==> src/design/pbr_pkg.sv <==
// Shared types, constants and register codes for the patch budget resize planner.
package pbr_pkg;

	localparam int FRAC_W     = 24;
	localparam int CELLS      = 24;
	localparam int REM_W      = 32;
	localparam int ROOT_REM_W = 26;
	localparam int RAD_W      = 2 * CELLS;
	localparam int ASPECT_MAX = 200;

	typedef enum logic [2:0] {
		CFG_PATCH_EDGE   = 3'd0,
		CFG_MERGE_KERNEL = 3'd1,
		CFG_IMAGE_LIMIT  = 3'd2,
		CFG_FRAME_LIMIT  = 3'd3,
		CFG_VIDEO_LIMIT  = 3'd4,
		CFG_SIDE_LIMIT   = 3'd5,
		CFG_FIXED_TOKENS = 3'd6
	} cfg_idx_t;

	typedef enum logic [1:0] {
		STAT_OK     = 2'd0,
		STAT_ASPECT = 2'd1,
		STAT_ROWS   = 2'd2,
		STAT_COLS   = 2'd3
	} status_t;

	typedef struct packed {
		logic [REM_W-1:0] rem;
		logic [CELLS-1:0] nq;
		logic [REM_W-1:0] den;
	} pbr_div_t;

	typedef struct packed {
		logic [ROOT_REM_W-1:0] rem;
		logic [CELLS-1:0]      root;
		logic [RAD_W-1:0]      x;
	} pbr_sqrt_t;

	typedef struct packed {
		logic             vld;
		logic             aspect;
		logic [15:0]      w;
		logic [15:0]      h;
		logic [15:0]      kept;
		logic [17:0]      side;
		logic [15:0]      limit;
		logic             usev;
		logic             swv;
		logic             shv;
		logic             rootuse;
		logic [CELLS-1:0] qhi;
		logic [15:0]      nw;
		logic [15:0]      nh;
	} pbr_side_t;

	typedef struct packed {
		logic [15:0] frames_kept;
		logic [20:0] tok_count;
		logic [8:0]  pad_bottom;
		logic [8:0]  pad_right;
		logic [15:0] out_height;
		logic [15:0] out_width;
		status_t     status;
	} pbr_out_t;

endpackage

==> src/design/pbr_side_line.sv <==
// Row of item-record registers that runs beside a row of arithmetic cells.
module pbr_side_line import pbr_pkg::*; (
	input  logic      clk,
	input  logic      arst_n,
	input  logic      en,
	input  pbr_side_t d_i,
	output pbr_side_t d_o
);

	pbr_side_t stage_q [CELLS];

	always_ff @(posedge clk or negedge arst_n) begin
		if (!arst_n) begin
			for (int i = 0; i < CELLS; i++) stage_q[i] <= '0;
		end else if (en) begin
			stage_q[0] <= d_i;
			for (int i = 1; i < CELLS; i++) stage_q[i] <= stage_q[i-1];
		end
	end

	assign d_o = stage_q[CELLS-1];

endmodule

==> config.mk <==
export PLATFORM = sky130hd
export DESIGN_NAME = pbr_side_line
export DESIGN_NICKNAME = d
export VERILOG_FILES = /design/src/design/pbr_pkg.sv /design/src/design/pbr_side_line.sv
export SDC_FILE = /design/constraint.sdc
export NUM_CORES = 2
export LEC_CHECK = 0
export BUFFER_PORTS_ARGS = -buffer_cell sky130_fd_sc_hd__buf_4
export CORE_ASPECT_RATIO = 1.5
export CORE_MARGIN = 2
export CORE_UTILIZATION = 56
export DETAILED_ROUTE_END_ITERATION = 12
export PLACE_DENSITY = 0.75
export SETUP_SLACK_MARGIN = 0.1
export SLEW_MARGIN = 5
export SYNTH_ARGS = -nofsm -noshare
export SYNTH_HDL_FRONTEND = slang
export SYNTH_SLANG_ARGS = --single-unit
==> constraint.sdc <==
create_clock -name clk -period 0.8 [get_ports clk]
set_input_delay 0 -clock clk [delete_from_list [all_inputs] [get_ports clk]]
set_output_delay 0 -clock clk [all_outputs]
set_load 0.005 [all_outputs]
==> impl_metrics.py <==
metrics = {
    "layout": {
        "layout-drive-gt1-share": 0.564,
        "syn_to_final_growth_pct": 17.8,
        "fin_nets": 8537,
        "layout_common_cells": "dfrtp_1, mux2_2, buf_4",
        "fin_cells": 11700,
        "layout_commonest_cell": "dfrtp_1",
        "finish.utilization": 0.662,
    },
    "sta": {
        "tightestPinTransition_ns": 0.481,
        "setup_ws_ns": -0.702,
        "setup_viol": 311,
        "layout_min_cycle_time_ns": 1.50,
        "rsz0062_at_grt": "true",
        "fmax_ghz": 0.666,
        "hold_violations": 207,
        "whs_ns": -0.155,
        "relSlewSlack": 0.680,
        "drv_slew": 0,
        "fin_skew_ns": 0.0246,
        "period_share": 1.88,
        "finalSetupTns_ns": -97.79,
    },
    "floorplan": {
        "initial_core_util": 0.562,
        "die_h_um": 595,
        "boundaryPins": 291,
        "core_area_um2": 232000,
        "die_area_um2": 237000,
        "fp.dieW_um": 398,
        "rows": 217,
    },
    "clock_tree": {
        "numCtsBuffers": 312,
        "cts_tree": "built",
        "clkLatencyLatePin_ns": 0.82,
        "cts_hold_buf": 253,
        "clock_tree.root_cell": "clkbuf_16",
        "path_clk_slew_ns": 0.06,
        "ctsHtreeMaxLevel": 5,
        "clock_path_buffers": 4,
        "cts.sinks": 3456,
    },
    "synth": {
        "synth_nets": 7587,
        "ys_seq_elements": 3456,
        "ys_seq_area_frac": 0.663,
        "synth_top_area_frac": 0.663,
        "synth_area_um2": 130000,
        "synth-warning-count": 0,
        "synth_area_leaders": "dfrtp_1, mux2_2, buf_6",
        "syn_inst": 7440,
        "synth_area_leader_cell": "dfrtp_1",
        "synth.distinct_cells": 5,
        "avgSynthCellArea_um2": 17.5,
    },
    "placement": {
        "port_buffers": 290,
        "dp.cells": 10800,
        "gp_congestion": 0.744,
        "dp_hpwl_um": 138000,
    },
    "critical_path": {
        "cp_slowest_cell": "dfrtp_1",
        "cp_common_cell": "buf_6",
        "worstSetupStartpointType": "flip-flop",
        "crit_chain": "buf_6 -> buf_6",
        "cp.depth": 2,
        "critical_path.max_stage_delay_ns": 0.43,
        "end_kind": "primary output",
        "cp_max_fo": 2,
        "cpLargestDelayFamily": "flip-flops",
        "cp-startpoint": "d_o[36]",
        "crit_type": "flip-flop to primary output",
        "path_buf_inv": 2,
        "r2r_slack_ns": -0.22,
        "arrival_ns": 1.50,
        "rr_worst_depth": 3,
        "cp-endpoint": "d_o[36]",
        "r2r-end": "d_o[64]",
        "regToRegStartpoint": "d_o[64]",
        "crit_required_ns": 0.80,
    },
    "status": {
        "violations": "negative hold slack, negative setup slack",
        "status": "complete, but fails checks",
    },
    "power": {
        "p_sw_frac": 0.248,
        "ir_worst_vdd_mv": 1.86,
        "p_leak_nw": 69.4,
        "p_sw_w": 0.136,
        "clockPowerShare": 0.269,
        "seqPwrFrac": 0.532,
        "power_density_nw_per_um2": 3570,
        "p_int_w": 0.413,
        "combPwrFrac": 0.199,
    },
    "job": {
        "drv_cap": 0,
    },
    "global_route": {
        "grt_util_all_layers": 0.180,
        "grt_pass1_wl_um": 357000,
        "antenna_found_initial": 7,
        "overflow": 0,
        "grt_start_max_net_pins": 91,
        "grt_pass1_vias": 65700,
    },
    "route": {
        "wl_um": 209000,
        "avgViaCountPerCell": 5.23,
        "dr.pass1.iters": 5,
        "vias": 61200,
        "wl_per_cell_um": 17.9,
        "drc": 0,
        "ant_nets": 0,
        "drt-initial-drc-count": 3154,
    },
    "worst_hold_path": {
        "hp-class": "input pin to flip-flop",
        "hp-start": "en",
    },
}
==> final cells by class <==
| class | instances | area (um^2) |
|---|---|---|
| Sequential cell | 3456 | 86500 |
| Fill cell | 15600 | 78500 |
| Multi-Input combinational cell | 3456 | 40300 |
| Timing Repair Buffer | 1164 | 12800 |
| Clock buffer | 460 | 9350 |
| Tap cell | 3066 | 3840 |
| Clock inverter | 86 | 900 |
| Antenna cell | 3 | 7.51 |
==> routing by layer <==
metal / up-vias / track usage / routed length, um
met5: - / 0 / 13
met4: 2 / 0.0444 / 4370
met3: 287 / 0.0266 / 6420
met2: 667 / 0.277 / 97400
met1: 32100 / 0.270 / 101000
li1: 28100 / - / -
==> power groups by stage <==
stage               combinational, W  clock (W)  sequential (W)
global placement              0.0906          0           0.289
detailed placement            0.0963          0           0.293
floorplan                     0.0775          0           0.273
CTS                            0.108      0.152           0.292
finish                         0.109      0.148           0.292
global route                   0.119      0.159           0.302
==> cell usage after synthesis (all sizes together) <==
cell type,count
mux2,3456
dfrtp,3456
buf,528
==> flip-flops by register name (all words and copies together) (netlist names) <==
name and cells:
d_o 144, stage_q 3312
==> through the flow <==
stage	hold slack [ns]	power [W]	area (um^2)	setup WS, ns
after global placement	0.107	0.379	138000	-0.540
final	-0.155	0.549	154000	-0.702
after global routing	-0.195	0.580	154000	-0.769
after detailed placement	0.107	0.390	138000	-0.565
after floorplan	-0.296	0.350	131000	-0.182
after CTS	-0.223	0.551	153000	-0.780
==> cells by family after synthesis <==
logic type | synth area share
multiplexers | 0.298
flip-flops | 0.663
buffers and inverters | 0.0382
==> worst min-delay path, cell delays in order <==
cell	delay (ns)
buf_16	0.17
buf_4	0.22
mux2_2	0.22
==> how the worst min path moves through the flow <==
stage | end | slack (ns) | cells past startpoint
global route | stage_q[1525] | -0.19 | 3
CTS | stage_q[1669] | -0.22 | 3
floorplan | d_o[0] | -0.30 | 0
detailed placement | d_o[3] | 0.11 | 2
global placement | stage_q[144] | 0.11 | 2
finish | stage_q[1525] | -0.16 | 3
==> repair_timing <==
| item | in CTS | in global routing |
|---|---|---|
| resized for setup | 460 | 241 |
| endpoints found under the hold margin | 4236 | 364 |
| setup buffers | 80 | 23 |
| setup endpoints to repair | 3600 | 3602 |
Note: power is estimated with default switching activity, not from simulation.
