### src/design/pbr_pkg.sv
// Shared types, constants and register codes for the patch budget resize planner.
package pbr_pkg;

	localparam int FRAC_W     = 24;
	localparam int CELLS      = 24;
	localparam int REM_W      = 32;
	localparam int ROOT_REM_W = 26;
	localparam int RAD_W      = 2 * CELLS;
	localparam int ASPECT_MAX = 200;

	typedef enum logic [2:0] {
		CFG_PATCH_EDGE   = 3'd0,
		CFG_MERGE_KERNEL = 3'd1,
		CFG_IMAGE_LIMIT  = 3'd2,
		CFG_FRAME_LIMIT  = 3'd3,
		CFG_VIDEO_LIMIT  = 3'd4,
		CFG_SIDE_LIMIT   = 3'd5,
		CFG_FIXED_TOKENS = 3'd6
	} cfg_idx_t;

	typedef enum logic [1:0] {
		STAT_OK     = 2'd0,
		STAT_ASPECT = 2'd1,
		STAT_ROWS   = 2'd2,
		STAT_COLS   = 2'd3
	} status_t;

	typedef struct packed {
		logic [REM_W-1:0] rem;
		logic [CELLS-1:0] nq;
		logic [REM_W-1:0] den;
	} pbr_div_t;

	typedef struct packed {
		logic [ROOT_REM_W-1:0] rem;
		logic [CELLS-1:0]      root;
		logic [RAD_W-1:0]      x;
	} pbr_sqrt_t;

	typedef struct packed {
		logic             vld;
		logic             aspect;
		logic [15:0]      w;
		logic [15:0]      h;
		logic [15:0]      kept;
		logic [17:0]      side;
		logic [15:0]      limit;
		logic             usev;
		logic             swv;
		logic             shv;
		logic             rootuse;
		logic [CELLS-1:0] qhi;
		logic [15:0]      nw;
		logic [15:0]      nh;
	} pbr_side_t;

	typedef struct packed {
		logic [15:0] frames_kept;
		logic [20:0] tok_count;
		logic [8:0]  pad_bottom;
		logic [8:0]  pad_right;
		logic [15:0] out_height;
		logic [15:0] out_width;
		status_t     status;
	} pbr_out_t;

endpackage

### src/design/pbr_div_cell.sv
// One restoring division step: one quotient bit per beat.
module pbr_div_cell import pbr_pkg::*; (
	input  logic     clk,
	input  logic     en,
	input  pbr_div_t d_i,
	output pbr_div_t d_o
);

	logic [REM_W:0] t;
	logic           ge;
	logic [REM_W:0] diff;

	always_comb begin
		t    = {d_i.rem, d_i.nq[CELLS-1]};
		ge   = t >= {1'b0, d_i.den};
		diff = t - {1'b0, d_i.den};
	end

	always_ff @(posedge clk) begin
		if (en) begin
			d_o.rem <= ge ? diff[REM_W-1:0] : t[REM_W-1:0];
			d_o.nq  <= {d_i.nq[CELLS-2:0], ge};
			d_o.den <= d_i.den;
		end
	end

endmodule

### src/design/pbr_div_chain.sv
// Row of division cells giving a full quotient word.
module pbr_div_chain import pbr_pkg::*; (
	input  logic     clk,
	input  logic     en,
	input  pbr_div_t d_i,
	output pbr_div_t d_o
);

	pbr_div_t link [CELLS+1];

	assign link[0] = d_i;

	for (genvar i = 0; i < CELLS; i++) begin : g_cell
		pbr_div_cell u_cell (
			.clk (clk),
			.en  (en),
			.d_i (link[i]),
			.d_o (link[i+1])
		);
	end

	assign d_o = link[CELLS];

endmodule

### config.mk
export PLATFORM = sky130hd
export DESIGN_NAME = pbr_div_chain
export DESIGN_NICKNAME = d
export VERILOG_FILES = /design/src/design/pbr_pkg.sv /design/src/design/pbr_div_cell.sv /design/src/design/pbr_div_chain.sv
export SDC_FILE = /design/constraint.sdc
export NUM_CORES = 2
export LEC_CHECK = 0
export BUFFER_PORTS_ARGS = -buffer_cell sky130_fd_sc_hd__buf_2
export CAP_MARGIN = 10
export CORE_MARGIN = 3
export CORE_UTILIZATION = 55
export CTS_BUF_LIST = sky130_fd_sc_hd__clkbuf_4 sky130_fd_sc_hd__clkbuf_8
export CTS_CLUSTER_SIZE = 12
export DETAILED_ROUTE_END_ITERATION = 16
export HOLD_SLACK_MARGIN = 0.03
export PLACE_DENSITY = 0.85
export SETUP_SLACK_MARGIN = 0.2
export SYNTH_ARGS = -nofsm -noshare
export SYNTH_HDL_FRONTEND = slang
export SYNTH_SLANG_ARGS = --single-unit
export TNS_END_PERCENT = 30
### constraint.sdc
create_clock -name clk -period 3.5 [get_ports clk]
set_input_delay 0.7 -clock clk [delete_from_list [all_inputs] [get_ports clk]]
set_output_delay 0.7 -clock clk [all_outputs]
set_load 0.05 [all_outputs]
==> run summary <==
• 2,112 — Largest register FFs
• 8.83% — adder-cell area share of the yosys netlist
• 981 mW/mm² — power per cell area
• 13.7% — Compound-Gate Fraction of Synth Area
• 0 ns — Total Neg Setup Slack
• 55.6% — effective utilization at floorplan
• 0.114 mm² — area of the mapped netlist
• 9,746 — number of cells produced by synthesis
• 21.3% — ratio of cells with drive above 1 in the final layout
• sky130_fd_sc_hd__edfxtp_1 (56%), sky130_fd_sc_hd__ha_1 (8.4%), sky130_fd_sc_hd__mux2_2 (3.6%), sky130_fd_sc_hd__inv_1 (3.3%), sky130_fd_sc_hd__a21oi_1 (3.3%) — cell types with the largest area share after synthesis
• 13,832 — final cell count without fillers
• 14,867 — fillcell total
• 299,000 µm — final wirelength
• 0.287 GHz — Max Fclk
• 0.969 — gp weighted congestion
• 56.0 nW — standby leakage power
• sky130_fd_sc_hd__clkbuf_8 — CTS root buffer
• met5 — top layer reached by signal wires
• sky130_fd_sc_hd__edfxtp_1 — most instantiated library cell after synthesis
• 0.0634 mm² — total area of sequential cells
• 5 — depth of the CTS H-tree
• 1 — count of buffering cells on the critical path with inverters included
• 18,500 µm — sum of met3 wire segment lengths after detailed routing
• 4.26 ns — data arrival time of the critical path
• 2,112 — number of synthesized flops with an enable pin
• 21.6 µm — routed length per instance
• 100 — count of unique library cells instantiated by Yosys
• sky130_fd_sc_hd__edfxtp_1 (2,112), sky130_fd_sc_hd__inv_1 (995), sky130_fd_sc_hd__ha_1 (768), sky130_fd_sc_hd__a21oi_1 (746), sky130_fd_sc_hd__nand2_1 (636) — cell types with the highest counts after synthesis
• 0% — async set-or-reset flop fraction in the synthesized netlist
• 1.08 ns — clock latency reported for the late side of the worst-skew pair
• sky130_fd_sc_hd__edfxtp_1 — largest area contributor in the synthesized netlist
• 178 — number of ports placed on the die boundary
• 7,882 — first-iteration detailed-routing DRC count
• 99.6% — portion of the clock cycle consumed by the worst path in the final layout
• 0.44 ns — biggest cell delay along the critical path
• g_cell.u_cell.d_o — Reg with most FFs
• completed — result of the run
• 7 — number of optimization iterations in the first detailed-route pass
• 6 — number of antenna violations at the first check in global routing
• 0.581 mV — maximum vdd ir drop
• 55.5% — area share of the leading cell type in the synthesized netlist
• 5.90 — Vias/cell
• 133 — pin count of the biggest net entering global routing
• compound AO/OA/AOI/OAI gates — Top Family by Delay on Critical Path
• 4.27 ns — required time of the critical path
• 43.9% — relative slew slack
• 0 — Final Hold Violating Endpoints
• built — TritonCTS clock tree
• flop — kind of start point of the critical path
• 3.49 ns — final critical-path required period
• 26.8% — total routing usage reported by global routing
• 462 µm — overall die height
• 448,000 µm — wire length of the first global-routing pass
• 0 — Warnings, synthesis
• ha_4 -> a21o_1 -> a21o_1 -> a211o_1 -> a31oi_1 -> nand2_2 -> a221o_2 -> a31oi_4 -> o211a_1 -> o31a_4 -> buf_12 -> mux2_4 — cells along the critical path
• 12,948 — Placed Cells incl. Taps
• sky130_fd_sc_hd__a21o_1 — CP dominant cell by count
• 11.7 µm² — average instance area after synthesis
• primary input to flop — classification of the worst-slack hold path
• true — setup repair after global routing missed its margin
• 462 µm — Horiz. Die Dim
• 79,920 — vias in the first global route
• 0 — final number of setup-violating endpoints
• 0 — post-route ant nets
• 0.0697 ns — Post-Route Skew
• 214,000 µm — Detail Placement HPWL
• 10,628 — post-synthesis net count
• 0 — total count of max-transition violations in the final report
• 360 — cts bufs inserted
• 0.0493 mm² — footprint of the multi-input gates
• 4 — maximum root-to-sink buffer count
• 0.07 ns — clock-pin slew on the worst setup and hold paths
• 4.86% — xor/xnor cell area share of the yosys netlist
• flop to flop — worst setup path category
• 2,112 — flop and latch count out of synthesis
• 166 — number of placement rows
• 0.206 mm² — area of the placeable core
• 0 — overflow left after global routing
• sky130_fd_sc_hd__edfxtp_1 — cell at the slowest stage of the critical path
• 145,000 µm — met2 wire length
• 8.62% — area fraction in and, or, nand and nor cells after synthesis
• 0.841 ns — actual transition at the worst max-transition pin
• 18.5% — area added between synthesis and finish
• 2,112 — number of clock sinks
• 120,000 µm — DRT met1 WL
• 81,575 — total number of vias
• 177 — PortBufs
• 6 — peak fanout along the critical path
• sky130_fd_sc_hd__edfxtp_1 — top flip-flop cell by instance count after synthesis
• 55.5% — Seq/Total Area, Yosys
• 4.25% — multiplexer share of the synthesized area
• 0.213 mm² — area of the die
• 11,771 — total number of nets in the final design
• compound AO/OA/AOI/OAI gates — combinational family with the most area after synthesis
• g_cell.u_cell.d_o x2112 — largest registers
• flop — critical path capture point type
• 0 — max_cap viols
• 0 — number of remaining DRC errors
[where the power goes]
| part | switching (W) | internal, W |
|---|---|---|
| combinational | 0.0363 | 0.0325 |
| sequential | 0.00469 | 0.0373 |
| clock | 0.00991 | 0.0122 |
[worst register-to-register path, stage by stage (launching register included)]
cell and delay, ns:
sky130_fd_sc_hd__edfxtp_1 0.44, sky130_fd_sc_hd__ha_4 0.28, sky130_fd_sc_hd__a21o_1 0.18, sky130_fd_sc_hd__a21o_1 0.18, sky130_fd_sc_hd__a211o_1 0.30, sky130_fd_sc_hd__a31oi_1 0.17
sky130_fd_sc_hd__nand2_2 0.12, sky130_fd_sc_hd__a221o_2 0.40, sky130_fd_sc_hd__a31oi_4 0.20, sky130_fd_sc_hd__o211a_1 0.22, sky130_fd_sc_hd__o31a_4 0.25, sky130_fd_sc_hd__buf_12 0.18
sky130_fd_sc_hd__mux2_4 0.33
[final timing paths]
check        cells past startpoint                 startpoint                        end  slack [ns]
max                             12  g_cell[17].u_cell.d_o[69]  g_cell[18].u_cell.d_o[76]        0.01
min                              4                    d_i[56]   g_cell[0].u_cell.d_o[57]        0.14
max reg2reg                     12  g_cell[17].u_cell.d_o[69]  g_cell[18].u_cell.d_o[76]        0.01
min reg2reg                      0   g_cell[7].u_cell.d_o[47]   g_cell[8].u_cell.d_o[48]        0.39
[routing by layer]
metal	vias up	global-route usage, %
met5	-	0
met4	2	13.0
met3	874	3.74
met2	3201	45.0
met1	39282	34.3
li1	38216	-
[what timing repair did]
| action | in CTS | in global routing |
|---|---|---|
| hold buffers | 85 | 0 |
| setup endpoints to repair | 605 | 710 |
| cloned | 11 | 21 |
| endpoints found under the hold margin | 89 | 0 |
| pin swaps | 100 | 190 |
| buffers inserted | 43 | 107 |
| gates resized for setup | 316 | 457 |
[kinds of logic (layout without fill, tap and decap cells)]
family          count (synthesis)  count (layout)
other cells                     0               8
fa+ha+maj                     792             792
compound gates               2470            2473
mux                           426             426
buf+inv                      1237            2624
simple gates                 2075            2075
flops                        2112            2112
xor+xnor                      634             634
[stage by stage]
stage	utilization [%]	total power, W	setup slack [ns]	instance area [µm²]	hold slack (ns)
4_1_cts	64.3	0.127	0.0374	132000	0.0434
3_3_place_gp	59.6	0.100	-0.209	123000	0.401
2_1_floorplan	-	0.0823	0.203	114000	0.400
3_5_place_dp	59.6	0.102	-0.244	123000	0.405
6_report	65.9	0.133	0.0124	135000	0.136
5_1_grt	65.9	0.141	-0.0306	135000	0.107
[final cells by class]
cell class / count / area share [%]
timing repair buffer: 1020 / 6.42
antenna: 8 / 0.0148
sequential: 2112 / 46.8
multi-input combinational: 6400 / 36.4
clock inverter: 141 / 0.817
clock buffer: 468 / 4.29
tap: 2688 / 2.48
inverter: 995 / 2.76
[placed cells by master (no fill, tap or decap), types with 240 or more instances in the layout]
cell,count
sky130_fd_sc_hd__a21oi_1,694
sky130_fd_sc_hd__nor2_1,511
sky130_fd_sc_hd__xnor2_1,382
sky130_fd_sc_hd__xor2_1,252
sky130_fd_sc_hd__buf_4,645
sky130_fd_sc_hd__inv_1,969
sky130_fd_sc_hd__nand2_1,627
sky130_fd_sc_hd__a21o_1,400
sky130_fd_sc_hd__ha_1,683
sky130_fd_sc_hd__edfxtp_1,2112
sky130_fd_sc_hd__mux2_2,240
sky130_fd_sc_hd__o21ai_0,458
sky130_fd_sc_hd__clkbuf_8,368
(Power assumes the default switching activity.)
