**src/design/pbr_pkg.sv**
```systemverilog
// Shared types, constants and register codes for the patch budget resize planner.
package pbr_pkg;

	localparam int FRAC_W     = 24;
	localparam int CELLS      = 24;
	localparam int REM_W      = 32;
	localparam int ROOT_REM_W = 26;
	localparam int RAD_W      = 2 * CELLS;
	localparam int ASPECT_MAX = 200;

	typedef enum logic [2:0] {
		CFG_PATCH_EDGE   = 3'd0,
		CFG_MERGE_KERNEL = 3'd1,
		CFG_IMAGE_LIMIT  = 3'd2,
		CFG_FRAME_LIMIT  = 3'd3,
		CFG_VIDEO_LIMIT  = 3'd4,
		CFG_SIDE_LIMIT   = 3'd5,
		CFG_FIXED_TOKENS = 3'd6
	} cfg_idx_t;

	typedef enum logic [1:0] {
		STAT_OK     = 2'd0,
		STAT_ASPECT = 2'd1,
		STAT_ROWS   = 2'd2,
		STAT_COLS   = 2'd3
	} status_t;

	typedef struct packed {
		logic [REM_W-1:0] rem;
		logic [CELLS-1:0] nq;
		logic [REM_W-1:0] den;
	} pbr_div_t;

	typedef struct packed {
		logic [ROOT_REM_W-1:0] rem;
		logic [CELLS-1:0]      root;
		logic [RAD_W-1:0]      x;
	} pbr_sqrt_t;

	typedef struct packed {
		logic             vld;
		logic             aspect;
		logic [15:0]      w;
		logic [15:0]      h;
		logic [15:0]      kept;
		logic [17:0]      side;
		logic [15:0]      limit;
		logic             usev;
		logic             swv;
		logic             shv;
		logic             rootuse;
		logic [CELLS-1:0] qhi;
		logic [15:0]      nw;
		logic [15:0]      nh;
	} pbr_side_t;

	typedef struct packed {
		logic [15:0] frames_kept;
		logic [20:0] tok_count;
		logic [8:0]  pad_bottom;
		logic [8:0]  pad_right;
		logic [15:0] out_height;
		logic [15:0] out_width;
		status_t     status;
	} pbr_out_t;

endpackage

```
**src/design/pbr_sqrt_cell.sv**
```systemverilog
// One digit-by-digit square root step: one root bit per beat.
module pbr_sqrt_cell import pbr_pkg::*; (
	input  logic      clk,
	input  logic      en,
	input  pbr_sqrt_t d_i,
	output pbr_sqrt_t d_o
);

	logic [ROOT_REM_W+1:0] t;
	logic [ROOT_REM_W+1:0] trial;
	logic                  ge;
	logic [ROOT_REM_W+1:0] diff;

	always_comb begin
		t     = {d_i.rem, d_i.x[RAD_W-1:RAD_W-2]};
		trial = {2'b00, d_i.root, 2'b01};
		ge    = t >= trial;
		diff  = t - trial;
	end

	always_ff @(posedge clk) begin
		if (en) begin
			d_o.rem  <= ge ? diff[ROOT_REM_W-1:0] : t[ROOT_REM_W-1:0];
			d_o.root <= {d_i.root[CELLS-2:0], ge};
			d_o.x    <= {d_i.x[RAD_W-3:0], 2'b00};
		end
	end

endmodule

```
**config.mk**
```make
export PLATFORM = sky130hd
export DESIGN_NAME = pbr_sqrt_cell
export DESIGN_NICKNAME = d
export VERILOG_FILES = /design/src/design/pbr_pkg.sv /design/src/design/pbr_sqrt_cell.sv
export SDC_FILE = /design/constraint.sdc
export NUM_CORES = 1
export LEC_CHECK = 0
export BUFFER_PORTS_ARGS = -buffer_cell sky130_fd_sc_hd__buf_2
export CORE_MARGIN = 3
export CORE_UTILIZATION = 25
export CTS_BUF_LIST = sky130_fd_sc_hd__clkbuf_4
export DETAILED_ROUTE_END_ITERATION = 10
export MAX_ROUTING_LAYER = met4
export PLACE_DENSITY_LB_ADDON = 0.08
export SLEW_MARGIN = 10
export SYNTH_ARGS = -nofsm -noshare
export SYNTH_HDL_FRONTEND = slang
export SYNTH_SLANG_ARGS = --single-unit
export TNS_END_PERCENT = 30
```
**constraint.sdc**
```tcl
create_clock -name clk -period 3.6 [get_ports clk]
set_input_delay 0.54 -clock clk [delete_from_list [all_inputs] [get_ports clk]]
set_output_delay 0.54 -clock clk [all_outputs]
set_load 0.02 [all_outputs]
```
==> results.cfg, run 1 <==
[place]
place_area_sq_mm = 0.00596
routabilityCongestion = 0.801
dp_hpwl_um = 9310
port-buffer-count = 195

[sta]
setup_viol = 0
fmax_mhz = 372
hold-worst-slack_ps = 235
tns_ps = 0
period_minus_slack_ps = 2690
final_max_slew_viol_count = 0
hold_viol = 0
post-route-period-util_pct = 74.7
rsz0062_at_grt = no
worst_pin_slew_ps = 565
maxSlewHeadroom_pct = 62.3

[critical_path]
cp.arrival_ps = 2940
slowest_stage = ha_1
critPathMaxStageDelay_ps = 380
path_cells = buf_2 > inv_1 > ha_1 > nand2b_1 > a211o_1 > a21oi_2 > o211ai_2 > a31oi_2 > nor2_2 > o21ai_4 > buf_4 > mux2_2
crit_required_ps = 3850
crit_path_end_kind = flip-flop
cp_max_fo = 14
crit_type = input port to flip-flop
critPathLaunchType = input port

[clocking]
cts_tree = built
hold_buffers = 0
clockBufferDepth = 2
cts.sinks = 96
post_cts_buffers = 0
cts_buffers = 9
htree_num_levels = 3
cts_resized = 0
cts_root_buf = clkbuf_4
path_clk_slew_ps = 170

[logic_synthesis]
yosys_warnings = 0
yosysTopAreaCellShare_pct = 61.0
synthXorXnorAreaFrac_pct = 4.26
synth_top_family_by_area = compound AO/OA/AOI/OAI gates
synthTopCellsByArea = edfxtp_1 (61%), ha_1 (6.9%), mux2_4 (5.1%)
synth_edf_count = 96
yosysMostFrequentCell = edfxtp_1
synth_simple_gate_area_share_pct = 6.96
yosys_register_bits = 96
syn_area_sq_mm = 0.00473
synthFlopType = edfxtp_1
yosysSeqAreaShare_pct = 61.0
async_reset_ff_share_pct = 0
synth_compound_area_share_pct = 10.1
synthDistinctLibCells = 50
avgSynthCellArea_sq_um = 13.7
netlist_instances = 345
synth_fa_ha_area_share_pct = 6.88
synthTopCellsByCount = edfxtp_1 (96), inv_1 (30), ha_1 (26)
synthMuxAreaShare_pct = 6.94
synth_top_area_cell = edfxtp_1

[global_routing]
grt_overflow = 0
grt_first_pass_wirelength_um = 18100
grtUsageMet3_pct = 3.63
grt_pass1_vias = 3494
busiest_layer = met2
grt.met1_usage_pct = 14.6
grt_max_degree = 59
antenna_found_initial = 1
gr-usage-met2_pct = 18.0
grt.total_usage_pct = 11.6

[run]
max-cap-violations = 0

[route]
drt_first_pass_iters = 4
routed_wl_um = 12100
drt_iter0_drc = 103
wire_per_inst_um = 15.5
vias = 3401
ant_nets = 0
avgViaCountPerCell = 4.34
drc = 0

[pwr]
peakVddDrop_mv = 0.146
leakagePower_nw = 2.74
p_per_area_mw_per_mm2 = 438
power_w = 0.00267

[die]
pin_count = 198
core_sq_mm = 0.0183
num_rows = 49
chipHeight_um = 143
die_x_um = 143
start_util_pct = 25.9
die_area_sq_mm = 0.0206

[final_layout]
largest_reg_flops = 96
regMostFlops = d_o
syn2layout_area_growth_pct = 29.0
final_nets = 675
drive_gt1_share_pct = 43.7
fillCellCount = 1930
reg_top3 = d_o: 96 flops
fin_area_sq_mm = 0.00610

[min_path]
hold_path.class = input port to flip-flop

[status]
status = finished, final reports clean
==> power by group <==
group	internal (W)	switching, W	total [W]
Sequential	0.00137	0.0000263	0.00139
Clock	0.000158	0.000421	0.000578
Combinational	0.000292	0.000409	0.000701
==> critical path, delay by kind of cell <==
| kind | cells | cell delay [ps] |
|---|---|---|
| AO/OA/AOI/OAI | 5 | 1040 |
| adder cells (fa/ha/maj) | 1 | 380 |
| buffers and inverters | 3 | 400 |
| multiplexers | 1 | 370 |
| AND/OR/NAND/NOR | 2 | 200 |
==> metrics by stage <==
stage	setup WS [ps]	instances	utilization, %
2_1_floorplan	799	346	-
3_3_place_gp	365	767	32.6
3_5_place_dp	377	767	32.6
4_1_cts	912	783	33.4
5_1_grt	797	784	33.4
6_report	911	784	33.4
==> placed cells by master (no fill, tap or decap), types with 2 or more instances in the layout <==
cell,instances
buf_2,194
edfxtp_1,96
inv_1,30
ha_1,26
nand2_1,21
a21oi_1,21
nor2_1,16
mux2_4,16
o21ai_0,15
xnor2_1,13
xor2_1,10
clkbuf_4,9
a21o_1,6
nor3_1,6
a211oi_1,6
mux2_2,6
nand2b_1,3
nor2b_1,3
o21a_1,3
and2_1,3
and3_1,3
buf_4,3
nor2_2,2
and4_1,2
nand4_1,2
o211ai_1,2
a41oi_1,2
o21bai_1,2
mux2i_1,2
o31ai_1,2
conb_1,2
clkinv_4,2
inv_8,2
inv_6,2
==> area by class of cell <==
class,instances,area [sq um],share of cell area [%]
timing repair buffer,198,1010,16.6
sequential,96,2880,47.3
antenna,1,2.50,0.0411
tap,229,287,4.70
inverter,30,113,1.85
clock inverter,7,61.3,1.01
clock buffer,9,67.6,1.11
multi-input combinational,214,1670,27.4
==> routing by layer <==
layer / wire [um] / share of wire (%)
met5: 0 / 0
met1: 5680 / 47
met3: 1030 / 8.5
met2: 5230 / 43
met4: 179 / 1.5
==> kinds of logic after synthesis <==
family,after synthesis
flops,96
fa+ha+maj,26
simple gates,67
other cells,1
mux,24
xor+xnor,23
buf+inv,36
compound gates,72
==> path summary, 6_finish.rpt <==
check	startpoint	endpoint	slack (ps)	cells past startpoint
min	d_i[36]	d_o[38]	240	1
max	d_i[48]	d_o[75]	910	12
No activity file was read; power rests on OpenSTA's default activity.
==> inputs of run 2 (changes only) <==
==> constraint.sdc (replaced) <==
create_clock -name clk -period 2.4 [get_ports clk]
set_input_delay 0.36 -clock clk [delete_from_list [all_inputs] [get_ports clk]]
set_output_delay 0.36 -clock clk [all_outputs]
set_load 0.02 [all_outputs]
==> run 2 against run 1 <==
Compared with the run above: largest power group unchanged; worst hold slack got worse by 180 ps; final cell count rose by 13%; global-route usage rose by 0.79 points; via count rose by 10%; wire length rose by 3.9%; critical path type unchanged; largest cell class unchanged.
==> results.cfg, run 2 (synthesis gave the netlist of run 1 again) <==
[route]
drt_iter0_drc = 148
wire_per_inst_um = 14.3
drt_first_pass_iters = 4
ant_nets = 0
avgViaCountPerCell = 4.26
vias = 3756
drc = 0
routed_wl_um = 12600

[sta]
final_max_slew_viol_count = 0
hold_viol = 0
tns_ps = 0
post-route-period-util_pct = 92.4
period_minus_slack_ps = 2220
setup_viol = 0
rsz0062_at_grt = no
fmax_mhz = 451

[status]
status = finished, final reports clean

[pwr]
internal-power_w = 0.00300
leakagePower_nw = 3.23
p_per_area_mw_per_mm2 = 612
comb_power_share_pct = 29.1
p_seq_share_pct = 48.1
peakVddDrop_mv = 0.209
p_switching_w = 0.00133
clockPowerShare_pct = 22.8
switching_share_pct = 30.7

[final_layout]
syn2layout_area_growth_pct = 49.9
regMostFlops = d_o
fin_util_pct = 38.8
fillCellCount = 1825
final_cell_mix = buf_2 (194), edfxtp_1 (96), buf_4 (72), dlygate4sd3_1 (27), inv_1 (25)
layout_commonest_cell = buf_2
largest_reg_flops = 96
final_nets = 773
reg_top3 = d_o: 96 flops
drive_gt1_share_pct = 50.8

[clocking]
clockBufferDepth = 2
post_cts_buffers = 0
cts_tree = built
cts_buffers = 9
cts_root_buf = clkbuf_4
cts.sinks = 96
htree_num_levels = 3
path_clk_slew_ps = 170

[die]
die_x_um = 143
pin_count = 198
start_util_pct = 25.9
die_area_sq_mm = 0.0206
num_rows = 49
core_sq_mm = 0.0183
chipHeight_um = 143

[critical_path]
critPathMaxStageDelay_ps = 360
crit_type = input port to flip-flop
crit_path_end_kind = flip-flop
cp_max_fo = 18
crit_required_ps = 2640
critPathLaunchType = input port
cp.arrival_ps = 2460
path_cells = buf_2 > inv_12 > ha_4 > nand2b_4 > a211o_1 > a21oi_2 > o211ai_2 > a31oi_2 > nor2_2 > o21ai_4 > buf_12 > mux2_2
slowest_stage = mux2_2

[global_routing]
grt_overflow = 0
grt_first_pass_wirelength_um = 19600
antenna_found_initial = 1
grt.total_usage_pct = 12.4
grt_pass1_vias = 3992
grt_max_degree = 63

[run]
max-cap-violations = 0

[place]
port-buffer-count = 195
dp_hpwl_um = 9760
routabilityCongestion = 0.811

[min_path]
hold_path.class = input port to flip-flop
## run 2: power groups by stage
stage | Combinational [W] | Sequential, W | Clock, W
final | 0.00126 | 0.00209 | 0.000987
after global routing | 0.00138 | 0.00211 | 0.00111
after CTS | 0.00128 | 0.00209 | 0.00106
after detailed placement | 0.00124 | 0.00213 | 0
after global placement | 0.00124 | 0.00213 | 0
after floorplan | 0.000482 | 0.00236 | 0
## run 2: path summary, 6_finish.rpt
path  startpoint  endpoint  slack [ps]  depth (start not counted)
max      d_i[48]   d_o[77]         180                         12
min      d_i[28]   d_o[30]          60                          1
## run 2: cell type report
cell class / count / area [sq um] / share of cell area [%]
inverters: 30 / 125 / 1.77
flip-flops and latches: 96 / 2880 / 40.7
clock inverters: 7 / 100 / 1.41
clock buffers: 9 / 67.6 / 0.954
repair buffers: 296 / 1840 / 26.0
multi-input cells: 214 / 1780 / 25.1
well taps: 229 / 287 / 4.04
diodes: 1 / 2.50 / 0.0353
## run 2: repair_timing
action	CTS	global route
resized for setup	0	2
hold buffers	25	2
endpoints found under the hold margin	25	2
endpoints found under the setup margin	0	1
## run 2: metal layers
layer / GRT usage [%] / vias to the layer above / share of wire (%)
met3: 2.66 / 9 / 6.6
met2: 20.3 / 135 / 47
li1: - / 1880 / -
met5: - / - / 0
met1: 15.7 / 1732 / 46
met4: 3.42 / 0 / 1.0
## run 2: per-stage QoR
step / cell area, sq um / power, W / cells / hold slack, ps / setup WS [ps]
floorplan: 4840 / 0.00284 / 346 / 459 / -98.2
global placement: 6640 / 0.00336 / 838 / 537 / -319
detailed placement: 6640 / 0.00336 / 838 / 538 / -341
CTS: 7050 / 0.00442 / 879 / 0.0700 / 165
global route: 7080 / 0.00459 / 882 / -0.0306 / 9.09
finish: 7080 / 0.00433 / 882 / 57.7 / 181
## run 2: critical path: cells and delay by family
family	cells	cell delay, ps
multiplexers	1	360
adder cells (fa/ha/maj)	1	280
AND/OR/NAND/NOR	2	130
AO/OA/AOI/OAI	5	920
buffers and inverters	3	400
==> inputs of run 3 (changes only) <==
==> constraint.sdc (replaced) <==
create_clock -name clk -period 2.2 [get_ports clk]
set_input_delay 0.33 -clock clk [delete_from_list [all_inputs] [get_ports clk]]
set_output_delay 0.33 -clock clk [all_outputs]
set_load 0.02 [all_outputs]
==> run 3 against run 2 <==
Compared with the run above: critical path depth is 1 higher; combinational power is 18% higher; critical endpoint is now d_o[80]; final cell count grew 5.8%; worst setup slack worse by 130 ps; sequential cell count unchanged; critical path type unchanged; count of clock-buffer cells in the layout unchanged; sequential share of layout area fell by 3.2 points; global-route usage increased by 0.45 points.
==> results.cfg, run 3 (synthesis gave the netlist of run 1 again) <==
[critical_path]
cp.arrival_ps = 2410
critPathLaunchType = input port
crit_required_ps = 2460
crit_start = d_i[48]
crit_path_end_kind = flip-flop
critPathMaxStageDelay_ps = 300
slowest_stage = mux2_4
cp_max_fo = 6
path_cells = buf_4 > inv_12 > ha_4 > nand2b_4 > a211o_1 > a21oi_2 > o211ai_2 > a31oi_2 > nor2_2 > o21ai_4 > buf_12 > clkbuf_16 > mux2_4
crit_type = input port to flip-flop
setup.worst_path.end = d_o[80]

[run]
max-cap-violations = 0

[die]
num_rows = 49
start_util_pct = 25.9
die_x_um = 143
pin_count = 198
die_area_sq_mm = 0.0206
chipHeight_um = 143
core_sq_mm = 0.0183

[final_layout]
regMostFlops = d_o
syn2layout_area_growth_pct = 62.7
fin_area_sq_mm = 0.00769
fin_cells = 933
final_nets = 824
final_cell_mix = buf_2 (193), edfxtp_1 (96), buf_4 (80), dlygate4sd3_1 (67), inv_1 (25)
fillCellCount = 1767
layout_commonest_cell = buf_2
drive_gt1_share_pct = 50.1
largest_reg_flops = 96
reg_top3 = d_o: 96 flops

[pwr]
power_w = 0.00489
p_per_area_mw_per_mm2 = 635
leakagePower_nw = 3.48
peakVddDrop_mv = 0.226

[global_routing]
grt_max_degree = 39
grt_overflow = 0
grt_first_pass_wirelength_um = 20300
grt_pass1_vias = 4110
grt.total_usage_pct = 12.9
antenna_found_initial = 1

[place]
port-buffer-count = 195
dp.cells = 843
place_area_sq_mm = 0.00669
routabilityCongestion = 0.789
dp_hpwl_um = 9870

[min_path]
min_from = d_i[48]
hold_path.class = input port to flip-flop

[sta]
rsz0062_at_grt = yes
hold_viol = 0
period_minus_slack_ps = 2150
post-route-period-util_pct = 97.5
fmax_mhz = 466
final_max_slew_viol_count = 0
setup_viol = 0
tns_ps = 0

[route]
drc = 0
avgViaCountPerCell = 4.27
ant_nets = 0
vias = 3981
routed_wl_um = 13300
wire_per_inst_um = 14.2
drt_iter0_drc = 139
drt_first_pass_iters = 4

[clocking]
htree_num_levels = 3
cts_root_buf = clkbuf_4
clockBufferDepth = 2
cts_buffers = 9
cts_tree = built
cts.sinks = 96
path_clk_slew_ps = 190

[status]
status = finished, final reports clean
-- run 3: changes by cell type in the layout (fill, tap and decap cells not counted), sizes merged --
cell         delta
clkbuf          +2
dlygate4sd3    +40
buf             +9
-- run 3: critical path: cells and delay by family --
family / cells / cell delay (ps)
buffers and inverters: 4 / 450
adders and majority gates: 1 / 280
and+or+nand+nor: 2 / 130
AOI/OAI and AO/OA: 5 / 890
muxes: 1 / 300
-- run 3: area by class of cell --
type	count	area, sq um	area share [%]
multi-input cells	214	1840	23.9
diodes	1	2.50	0.0325
clock buffers	9	67.6	0.878
well taps	229	287	3.73
clock inverters	7	100	1.30
inverters	30	125	1.63
flip-flops and latches	96	2880	37.5
repair buffers	347	2390	31.0
-- run 3: through the flow --
stage | util [%] | worst slack [ps] | hold slack [ps]
finish | 42.1 | 54.3 | 73.1
floorplan | - | -268 | 429
global placement | 36.6 | -484 | 507
global route | 42.1 | -3.17 | 26.7
detailed placement | 36.6 | -503 | 508
CTS | 41.2 | 55.3 | 69.9
-- run 3: worst min path at each step --
stage	end	slack [ps]	cells after the start
3_3_place_gp	d_o[36]	510	1
3_5_place_dp	d_o[24]	510	1
6_report	d_o[49]	70	1
5_1_grt	d_o[49]	30	1
2_1_floorplan	d_o[10]	430	0
4_1_cts	d_o[49]	70	1
-- run 3: layer usage --
| layer | share of wire [%] | up-vias | GRT usage [%] |
|---|---|---|---|
| met5 | 0 | - | - |
| met4 | 1.6 | 0 | 4.66 |
| met3 | 5.9 | 15 | 2.46 |
| met2 | 45 | 141 | 20.6 |
| met1 | 47 | 1843 | 16.3 |
| li1 | - | 1982 | - |
-- run 3: what timing repair did --
| action | CTS | global route |
|---|---|---|
| hold buffers | 67 | 0 |
| buffers inserted | 0 | 4 |
| resized for setup | 0 | 18 |
| setup endpoints to repair | 0 | 24 |
| hold endpoints to repair | 67 | 0 |
-- run 3: where the power goes --
part	switching (W)	internal (W)
clock network	0.000730	0.000384
logic	0.000749	0.000745
registers	0.0000427	0.00224
total	0.00152	0.00336
